<file path="src/hw/rtl/vldec_pkg.sv">
package vldec_pkg;

  localparam int unsigned GROUP_BITS = 7;
  localparam int unsigned VALUE_BITS = 64;
  localparam int unsigned COUNT_BITS = 4;
  localparam int unsigned SHIFT_BITS = 6;

  localparam logic [COUNT_BITS-1:0] MAX_BYTES = 4'd10;

  typedef enum logic [1:0] {
    STAT_OK        = 2'd0,
    STAT_TOO_LONG  = 2'd1,
    STAT_UNEXP_END = 2'd2
  } status_e;

  typedef struct packed {
    logic                  emit;
    logic [VALUE_BITS-1:0] value;
    status_e               status;
    logic [VALUE_BITS-1:0] acc_next;
    logic [COUNT_BITS-1:0] count_next;
  } step_t;

endpackage

</file>
<file path="src/hw/rtl/vldec_if.sv">
interface vldec_in_if;
  logic       valid;
  logic       ready;
  logic [7:0] in_byte;
  logic       stream_end;

  modport source (output valid, output in_byte, output stream_end, input ready);
  modport sink   (input valid, input in_byte, input stream_end, output ready);
endinterface

interface vldec_out_if;
  logic                 valid;
  logic                 ready;
  logic [63:0]          value;
  vldec_pkg::status_e   status;

  modport source (output valid, output value, output status, input ready);
  modport sink   (input valid, input value, input status, output ready);
endinterface

</file>
<file path="src/hw/rtl/vldec_step.sv">
module vldec_step (
  input  logic [vldec_pkg::VALUE_BITS-1:0] acc_i,
  input  logic [vldec_pkg::COUNT_BITS-1:0] count_i,
  input  logic [7:0]                       in_byte_i,
  input  logic                             stream_end_i,
  input  logic                             signed_mode_i,
  output vldec_pkg::step_t                 step_o
);
  import vldec_pkg::*;

  logic [6:0]            shift_full;
  logic [SHIFT_BITS-1:0] shift;
  logic [VALUE_BITS-1:0] group_sh;
  logic [VALUE_BITS-1:0] acc_add;
  logic [VALUE_BITS-1:0] unzz;

  // count <= 10; count*7 tops out at 63 for count < 10
  assign shift_full = {3'b000, count_i} * 7'd7;
  assign shift      = shift_full[SHIFT_BITS-1:0];
  assign group_sh   = {{(VALUE_BITS-GROUP_BITS){1'b0}}, in_byte_i[GROUP_BITS-1:0]} << shift;
  assign acc_add    = acc_i | group_sh;
  assign unzz       = {1'b0, acc_add[VALUE_BITS-1:1]} ^ {VALUE_BITS{acc_add[0]}};

  always_comb begin
    step_o            = '0;
    step_o.status     = STAT_OK;
    if (count_i >= MAX_BYTES) begin
      step_o.emit   = 1'b1;
      step_o.status = STAT_TOO_LONG;
    end else if (!in_byte_i[7]) begin
      step_o.emit  = 1'b1;
      step_o.value = signed_mode_i ? unzz : acc_add;
    end else if (stream_end_i) begin
      step_o.emit   = 1'b1;
      step_o.status = STAT_UNEXP_END;
    end else begin
      step_o.acc_next   = acc_add;
      step_o.count_next = count_i + 4'd1;
    end
  end

endmodule

</file>
<file path="src/hw/rtl/varint_leb128_stream_decoder.sv">
// LEB128 varint stream decoder, one byte per beat, optional zigzag on output.
// An accepted input beat passes the input register, then the result register;
// bytes that end no value give no beat. Throughput: 1 byte per cycle while no
// result waits on out_if.ready; the accumulator shift-or is one pass.
// Reset (rst_ni low, async): pipeline empty, accumulator and count cleared,
// signed mode off.
module varint_leb128_stream_decoder (
  input  logic        clk_i,
  input  logic        rst_ni,
  input  logic        cfg_we_i,
  input  logic        cfg_wdata_i,
  vldec_in_if.sink    in_if,
  vldec_out_if.source out_if
);
  import vldec_pkg::*;

  logic                  signed_mode_q;
  logic                  in_vld_q;
  logic [7:0]            byte_q;
  logic                  end_q;
  logic [VALUE_BITS-1:0] acc_q;
  logic [COUNT_BITS-1:0] count_q;
  logic                  out_vld_q;
  logic [VALUE_BITS-1:0] value_q;
  status_e               status_q;

  logic  out_free;
  logic  proc_fire;
  logic  in_rdy;
  step_t step;

  assign out_free  = !out_vld_q || out_if.ready;
  assign proc_fire = in_vld_q && out_free;
  assign in_rdy    = !in_vld_q || proc_fire;

  assign in_if.ready   = in_rdy;
  assign out_if.valid  = out_vld_q;
  assign out_if.value  = value_q;
  assign out_if.status = status_q;

  vldec_step u_step (
    .acc_i         (acc_q),
    .count_i       (count_q),
    .in_byte_i     (byte_q),
    .stream_end_i  (end_q),
    .signed_mode_i (signed_mode_q),
    .step_o        (step)
  );

  always_ff @(posedge clk_i or negedge rst_ni) begin
    if (!rst_ni) begin
      signed_mode_q <= 1'b0;
      in_vld_q      <= 1'b0;
      out_vld_q     <= 1'b0;
      acc_q         <= '0;
      count_q       <= '0;
    end else begin
      if (cfg_we_i) begin
        signed_mode_q <= cfg_wdata_i;
      end
      if (in_rdy) begin
        in_vld_q <= in_if.valid;
      end
      if (proc_fire) begin
        out_vld_q <= step.emit;
        acc_q     <= step.acc_next;
        count_q   <= step.count_next;
      end else if (out_if.ready) begin
        out_vld_q <= 1'b0;
      end
    end
  end

  always_ff @(posedge clk_i) begin
    if (in_if.valid && in_rdy) begin
      byte_q <= in_if.in_byte;
      end_q  <= in_if.stream_end;
    end
    if (proc_fire && step.emit) begin
      value_q  <= step.value;
      status_q <= step.status;
    end
  end

  a_count_range : assert property (@(posedge clk_i) disable iff (!rst_ni)
    count_q <= MAX_BYTES)
    else $error("byte count beyond limit");

  a_acc_clear : assert property (@(posedge clk_i) disable iff (!rst_ni)
    (count_q == '0) |-> (acc_q == '0))
    else $error("accumulator not cleared at value start");

  a_err_zero : assert property (@(posedge clk_i) disable iff (!rst_ni)
    (out_vld_q && status_q != STAT_OK) |-> (value_q == '0))
    else $error("error result carries nonzero value");

  a_in_held : assert property (@(posedge clk_i) disable iff (!rst_ni)
    (in_vld_q && !proc_fire) |=> (in_vld_q && $stable(byte_q) && $stable(end_q)))
    else $error("pending input byte lost");

  a_result_kept : assert property (@(posedge clk_i) disable iff (!rst_ni)
    (out_vld_q && !out_if.ready) |=> out_vld_q)
    else $error("stalled result dropped");

endmodule

</file>
<file path="src/flat_wrapper.sv">
// flat-port wrapper written by rule: the top's interface ports become plain ports
module varint_leb128_stream_decoder_flat import vldec_pkg::*;
  (clk_i, rst_ni, cfg_we_i, cfg_wdata_i, in_if_valid, in_if_in_byte, in_if_stream_end, in_if_ready, out_if_valid, out_if_value, out_if_status, out_if_ready);
  vldec_in_if in_if_i ();
  vldec_out_if out_if_i ();
  input  logic clk_i;
  input  logic rst_ni;
  input  logic cfg_we_i;
  input  logic cfg_wdata_i;
  input wire logic [$bits(in_if_i.valid)-1:0] in_if_valid;
  input wire logic [$bits(in_if_i.in_byte)-1:0] in_if_in_byte;
  input wire logic [$bits(in_if_i.stream_end)-1:0] in_if_stream_end;
  output wire logic [$bits(in_if_i.ready)-1:0] in_if_ready;
  output wire logic [$bits(out_if_i.valid)-1:0] out_if_valid;
  output wire logic [$bits(out_if_i.value)-1:0] out_if_value;
  output wire logic [$bits(out_if_i.status)-1:0] out_if_status;
  input wire logic [$bits(out_if_i.ready)-1:0] out_if_ready;
  assign in_if_i.valid = in_if_valid;
  assign in_if_i.in_byte = in_if_in_byte;
  assign in_if_i.stream_end = in_if_stream_end;
  assign in_if_ready = in_if_i.ready;
  assign out_if_valid = out_if_i.valid;
  assign out_if_value = out_if_i.value;
  assign out_if_status = out_if_i.status;
  assign out_if_i.ready = out_if_ready;
  varint_leb128_stream_decoder u_core (.clk_i(clk_i), .rst_ni(rst_ni), .cfg_we_i(cfg_we_i), .cfg_wdata_i(cfg_wdata_i), .in_if(in_if_i), .out_if(out_if_i));
endmodule
</file>
<file path="config.mk">
export PLATFORM = sky130hd
export DESIGN_NAME = varint_leb128_stream_decoder_flat
export DESIGN_NICKNAME = d
export VERILOG_FILES = /design/src/hw/rtl/vldec_pkg.sv /design/src/hw/rtl/vldec_if.sv /design/src/hw/rtl/vldec_step.sv /design/src/hw/rtl/varint_leb128_stream_decoder.sv /design/src/flat_wrapper.sv
export SDC_FILE = /design/constraint.sdc
export NUM_CORES = 1
export LEC_CHECK = 0
export ABC_AREA = 0
export ABC_CLOCK_PERIOD_IN_PS = 6600
export BUFFER_PORTS_ARGS = -buffer_cell sky130_fd_sc_hd__buf_2
export CAP_MARGIN = 25
export CORE_UTILIZATION = 31
export DETAILED_ROUTE_END_ITERATION = 10
export GPL_TIMING_DRIVEN = 0
export PLACE_DENSITY = 0.47
export SYNTH_ARGS = -nofsm -noshare
export SYNTH_HDL_FRONTEND = slang
export SYNTH_SLANG_ARGS = --single-unit
</file>
<file path="constraint.sdc">
create_clock -name clk_i -period 6.6 [get_ports clk_i]
set_input_delay 0.33 -clock clk_i [delete_from_list [all_inputs] [get_ports clk_i]]
set_output_delay 0.33 -clock clk_i [all_outputs]
set_load 0.01 [all_outputs]
</file>
[After elaboration in Yosys (flattened, before gate mapping)]
Cells that the tools add are included.
Operators by class
  $add $sub $neg: 1
  multipliers: 1
  order comparisons: 1
  shift operators: 1
  multiplexer cells: 10
  bitwise operators: 3
  reductions and logical operators: 10
Operators with widths (number)
  68-bit two-way mux: 2
  69-bit two-way mux: 1
  64-bit two-way mux: 1
  64-bit bitwise OR: 1
  7-bit by 6-bit left shift with 64-bit output: 1
  63-bit by 64-bit bitwise XOR with 64-bit output: 1
  4-bit by 3-bit multiplier with 6-bit output (second input constant): 1
  1-bit two-way mux: 5
  4-bit by 1-bit adder with 4-bit output (second input constant): 1
  4-bit greater-or-equal comparator (second input constant): 1
  2-bit OR reduction: 2
  1-bit logical AND: 3
  1-bit logical NOT: 2
  1-bit logical OR: 2
  2-bit two-way mux: 1
  2-bit nonzero test: 1
  1-bit inverter: 1
Storage, ports and cells
  flip-flop bits (word level): 146
  logic and storage cells: 37

[Logic depth before layout (Yosys ltp)]
  depth after elaboration: 6
  depth in mapped cells: 15
  depth with buffers taken out: 12

[By module]
From an unflattened synthesis, not the netlist that was laid out.
Second synthesis, totals
  cell total of the unflattened synthesis: 701
  area, all modules: 8096.5 um^2
By module, submodules not included
  varint_leb128_stream_decoder: times used 1, cells each 231, area each 4993.5 um^2
  vldec_step: times used 1, cells each 470, area each 3103.0 um^2

[Worst setup path before layout]
No wires, ideal clock.
  path kind: register -> register
  from: reg u_core.count_q[0]
  to: reg u_core.status_q[0], in the netlist u_core.out_if.status[0], enable pin
  library setup time: 0.502 ns
  arrival: 4.346 ns
  data required time: 6.098 ns
  slack: 1.752 ns
  cell stages (with the launch flop): 9
  clock period less this slack: 4.848 ns
  cells stage by stage: dfrtp_1 buf_2 inv_2 ha_1 o21a_1 nor2_1 nand3b_1 nor2_1 nor2_1
On the way
  cells in the longest elaborated chain, start to end: 3
RTL lines
  start, declared: RTL line varint_leb128_stream_decoder.sv:22  | logic [COUNT_BITS-1:0] count_q;
  start signal, assigned: RTL line varint_leb128_stream_decoder.sv:67  | count_q <= step.count_next;
  4-bit greater-or-equal comparator: RTL line vldec_step.sv:27  | if (count_i >= MAX_BYTES) begin
  1-bit two-way mux: RTL line vldec_step.sv:27
  1-bit logical AND: RTL line varint_leb128_stream_decoder.sv:79  | if (proc_fire && step.emit) begin
  end signal, assigned: RTL line varint_leb128_stream_decoder.sv:81  | status_q <= step.status;
  end, declared: RTL line varint_leb128_stream_decoder.sv:25  | status_e status_q;
No other way between the ends.
A chain may end at the register's enable or synchronous reset.

[Worst setup path in the final report]
  from: reg u_core.count_q[0]
  to: reg u_core.value_q[60], in the netlist u_core.out_if.value[60] (data pin)
On the way
  cells in the longest elaborated chain, start to end: 5
  elaborated cells between the ends (all ways): 7
  those cells by class: mul (1); order compare (1); shift (1); mux (1); bitwise (2); reduce/logical (1)
RTL lines
  4-bit by 3-bit multiplier with 6-bit output: RTL line vldec_step.sv:18  | assign shift_full = {3'b000, count_i} * 7'd7;
  7-bit by 6-bit left shift with 64-bit output: RTL line vldec_step.sv:20  | assign group_sh = {{(VALUE_BITS-GROUP_BITS){1'b0}}, in_byte_i[GROUP_BITS-1:0]} << shift;
  64-bit bitwise OR: RTL line vldec_step.sv:21  | assign acc_add = acc_i | group_sh;
  63-bit by 64-bit bitwise XOR with 64-bit output: RTL line vldec_step.sv:22  | assign unzz = {1'b0, acc_add[VALUE_BITS-1:1]} ^ {VALUE_BITS{acc_add[0]}};
  64-bit two-way mux: RTL line vldec_step.sv:32  | step_o.value = signed_mode_i ? unzz : acc_add;
  end signal, assigned: RTL line varint_leb128_stream_decoder.sv:80  | value_q <= step.value;
  end, declared: RTL line varint_leb128_stream_decoder.sv:24  | logic [VALUE_BITS-1:0] value_q;
Parallel ways exist; a longest one is shown, timed or not.

==> flow_summary_export.csv <==
group,metric,value,unit
cells_and_area,fin_util,38.3,%
drt,num_vias,6513,
floorplanning,rows,56,
timing,slew_violations,0,
setup_path,worstPathRequired,6.74,ns
drt,wl,25600,um
drt,wl_per_cell,22.3,um
timing,finalSetupViolCount,0,
floorplanning,die_h,158,um
cells_and_area,nets,842,
power_and_ir_drop,power.leakage,3.51,nW
logic_synthesis,synth.most_common_cell,"nand2_1",
logic_synthesis,synth.yosys.seq_area_share,53.6,%
floorplanning,die_area,24900,sq um
cells_and_area,area_delta_synth_final,20.2,%
logic_synthesis,synth.top_cells.by_count,"104 x nand2_1, 102 x a21oi_1, 75 x edfxtp_1, 71 x dfrtp_1, 47 x o221ai_1",
hold_path,holdCritStartpoint,"in_if_in_byte[2]",
placement,io_buffers,82,
clock_network,cts.sinks,146,
logic_synthesis,yosysUniqueCellTypes,71,
global_routing,overflow,0,
placement,place_ws,1.66,ns
clock_network,numCtsBuffers,17,
setup_path,crit_path_max_fanout,10,
logic_synthesis,ys_dominant_reg_cell,"edfxtp_1",
drt,drcViolationCount,0,
status,outcome,"completed",
placement,dpl.hpwl,18000,um
setup_path,end_kind,"flip-flop",
logic_synthesis,synth-warning-count,0,
floorplanning,ioPinCount,83,
timing,rsz0062_at_grt,"no",
clock_network,cts_max_level,4,
hold_path,worstHoldPathType,"input port to flip-flop",
timing,hold_viol,0,
logic_synthesis,synth_top_area_cell,"edfxtp_1",
hold_path,hold_path_end,"u_core.byte_q[2]",
timing,layout_setup_ws,1.54,ns
clock_network,cts_hold_buffers,1,
power_and_ir_drop,p_int,1.88,mW
timing,timing.hold.ws,0.0732,ns
clock_network,root_buffer,"clkbuf_16",
power_and_ir_drop,ir_drop,0.000153,V
power_and_ir_drop,p_seq_share,38.4,%
timing,skew,0.00934,ns
setup_path,timing.rr.start,"u_core.count_q[0]",
hold_path,min_path_cells,1,
logic_synthesis,async_flop_share,48.6,%
timing,min_period_over_period,76.6,%
clock_network,cts_max_path_buffers,2,
drt,drt-initial-drc-count,504,
floorplanning,start_util,31.8,%
clock_network,cts-resized-gates,0,
clock_network,clk_latency,0.43,ns
logic_synthesis,yosys-top-cells-area,"edfxtp_1 30%, dfrtp_1 24%, a21oi_1 6.8%",
power_and_ir_drop,power.share.clock,36.1,%
power_and_ir_drop,switching_power,945,uW
drt,ant_nets,0,
global_routing,grt_pass1_vias,6187,
logic_synthesis,avgSynthCellArea,10.6,sq um
setup_path,critPathLaunchType,"flip-flop",
drt,routed_via_density,5.68,
logic_synthesis,syn_inst,708,
flow_run,drv_cap,0,
timing,max_freq,198,MHz
placement,place_congestion,0.897,
logic_synthesis,synth-edff-count,75,
cells_and_area,drive_gt1_share,21.4,%
global_routing,antenna_found_initial,0,
timing,min_period,5.06,ns
global_routing,grt_pass1_wl,37900,um
setup_path,arrival,5.20,ns
clock_network,post_cts_buffers,0,
timing,tns,0,ns
timing,slew_headroom,26.1,%
logic_synthesis,ys_ff_latch,146,
global_routing,grt_usage,21.1,%
setup_path,r2r_slack,1.54,ns
timing,max_slew.worst_pin.slew,1.10,ns
power_and_ir_drop,pwr-share-comb,25.5,%
power_and_ir_drop,swShare,33.5,%
drt,firstDrtPassIters,6,
global_routing,grt_max_degree,65,
setup_path,r2r_end,"u_core.out_if.value[60]",
floorplanning,coreArea,23600,sq um
floorplanning,die_w,158,um
cells_and_area,n_antenna_cell,0,
logic_synthesis,synth_top_area_share,30.0,%
clock_network,cts_tree,"yes",
power_and_ir_drop,p_per_area,313,nW/um^2
logic_synthesis,syn_area,7520,sq um
setup_path,reg2regPathDepth,14,
setup_path,critPathKind,"flip-flop to flip-flop",
logic_synthesis,mappedNetlistNets,736,
clock_network,clk_pin_slew,0.07,ns
## worst max path at each step
stage	start	endpoint	slack, ns	cells past startpoint
2_1_floorplan	u_core.count_q[0]	u_core.out_if.status[0]	1.75	8
3_3_place_gp	u_core.count_q[0]	u_core.out_if.value[60]	0.01	8
3_5_place_dp	u_core.count_q[0]	u_core.out_if.value[60]	1.66	14
4_1_cts	u_core.count_q[0]	u_core.out_if.value[60]	1.64	14
5_1_grt	u_core.count_q[0]	u_core.out_if.value[27]	1.38	15
6_report	u_core.count_q[0]	u_core.out_if.value[60]	1.54	14
## cell usage in the layout, fill, tap and decap left out, types with 12 or more instances in the layout
master,count
nand2_1,104
a21oi_1,102
buf_2,98
edfxtp_1,75
dfrtp_1,71
o221ai_1,47
nor2_1,33
clkbuf_1,29
a31oi_1,18
clkbuf_16,17
o21ai_0,15
inv_1,12
## routing by layer
metal,track usage (%),wire [um]
met2,33.0,11600
met4,8.60,787
met5,0,0
met3,3.75,1820
met1,28.6,11400
## registers in the layout (all words and copies together), names as in the netlist
register and cells:
u_core.in_vld_q 1, u_core.byte_q 8, u_core.end_q 1, u_core.out_if.value 64, u_core.acc_q 64, u_core.count_q 4, u_core.out_if.valid 1, u_core.out_if.status 2
u_core.signed_mode_q 1
## kinds of logic (layout without fill, tap and decap cells)
logic type | count (synthesis) | count (layout) | share of synthesized area [%]
compound gates | 257 | 257 | 23.5
simple gates | 195 | 195 | 11.9
flops | 146 | 146 | 53.6
buf+inv | 67 | 186 | 4.03
mux | 20 | 20 | 3.28
fa+ha+maj | 13 | 13 | 2.56
xor+xnor | 10 | 10 | 1.16
## layout make-up
class | instances | area, sq um
Inverter | 15 | 56.3
Clock inverter | 14 | 179
Timing Repair Buffer | 87 | 502
Tap cell | 319 | 399
Sequential cell | 146 | 4030
Clock buffer | 18 | 429
Buffer | 52 | 246
Fill cell | 2343 | 14600
Multi-Input combinational cell | 495 | 3190
## power groups by stage
stage               logic (mW)  clock network (mW)  registers, mW
floorplan                0.385                   0           1.14
global placement         0.695                   0           1.11
detailed placement       0.710                   0           1.10
CTS                      0.715                1.03           1.09
global route             0.768                1.08           1.09
finish                   0.720                1.02           1.09
## critical path: stages (launching register included)
cell	delay (ns)
dfrtp_1	0.48
buf_2	0.27
inv_2	0.15
fa_1	0.48
inv_1	0.06
ha_1	0.16
inv_1	0.07
fa_1	0.53
buf_2	0.23
clkinv_1	0.36
or3_1	0.48
o221ai_1	0.86
a21oi_1	0.30
mux2i_1	0.22
o21ai_0	0.11
## per-stage QoR
stage	total power, mW	area (sq um)	instances
4_1_cts	2.83	9030	1146
6_report	2.83	9030	1146
3_3_place_gp	1.80	8330	1109
5_1_grt	2.94	9030	1146
3_5_place_dp	1.81	8420	1113
2_1_floorplan	1.52	7520	708
No activity file was read; power rests on OpenSTA's default activity.
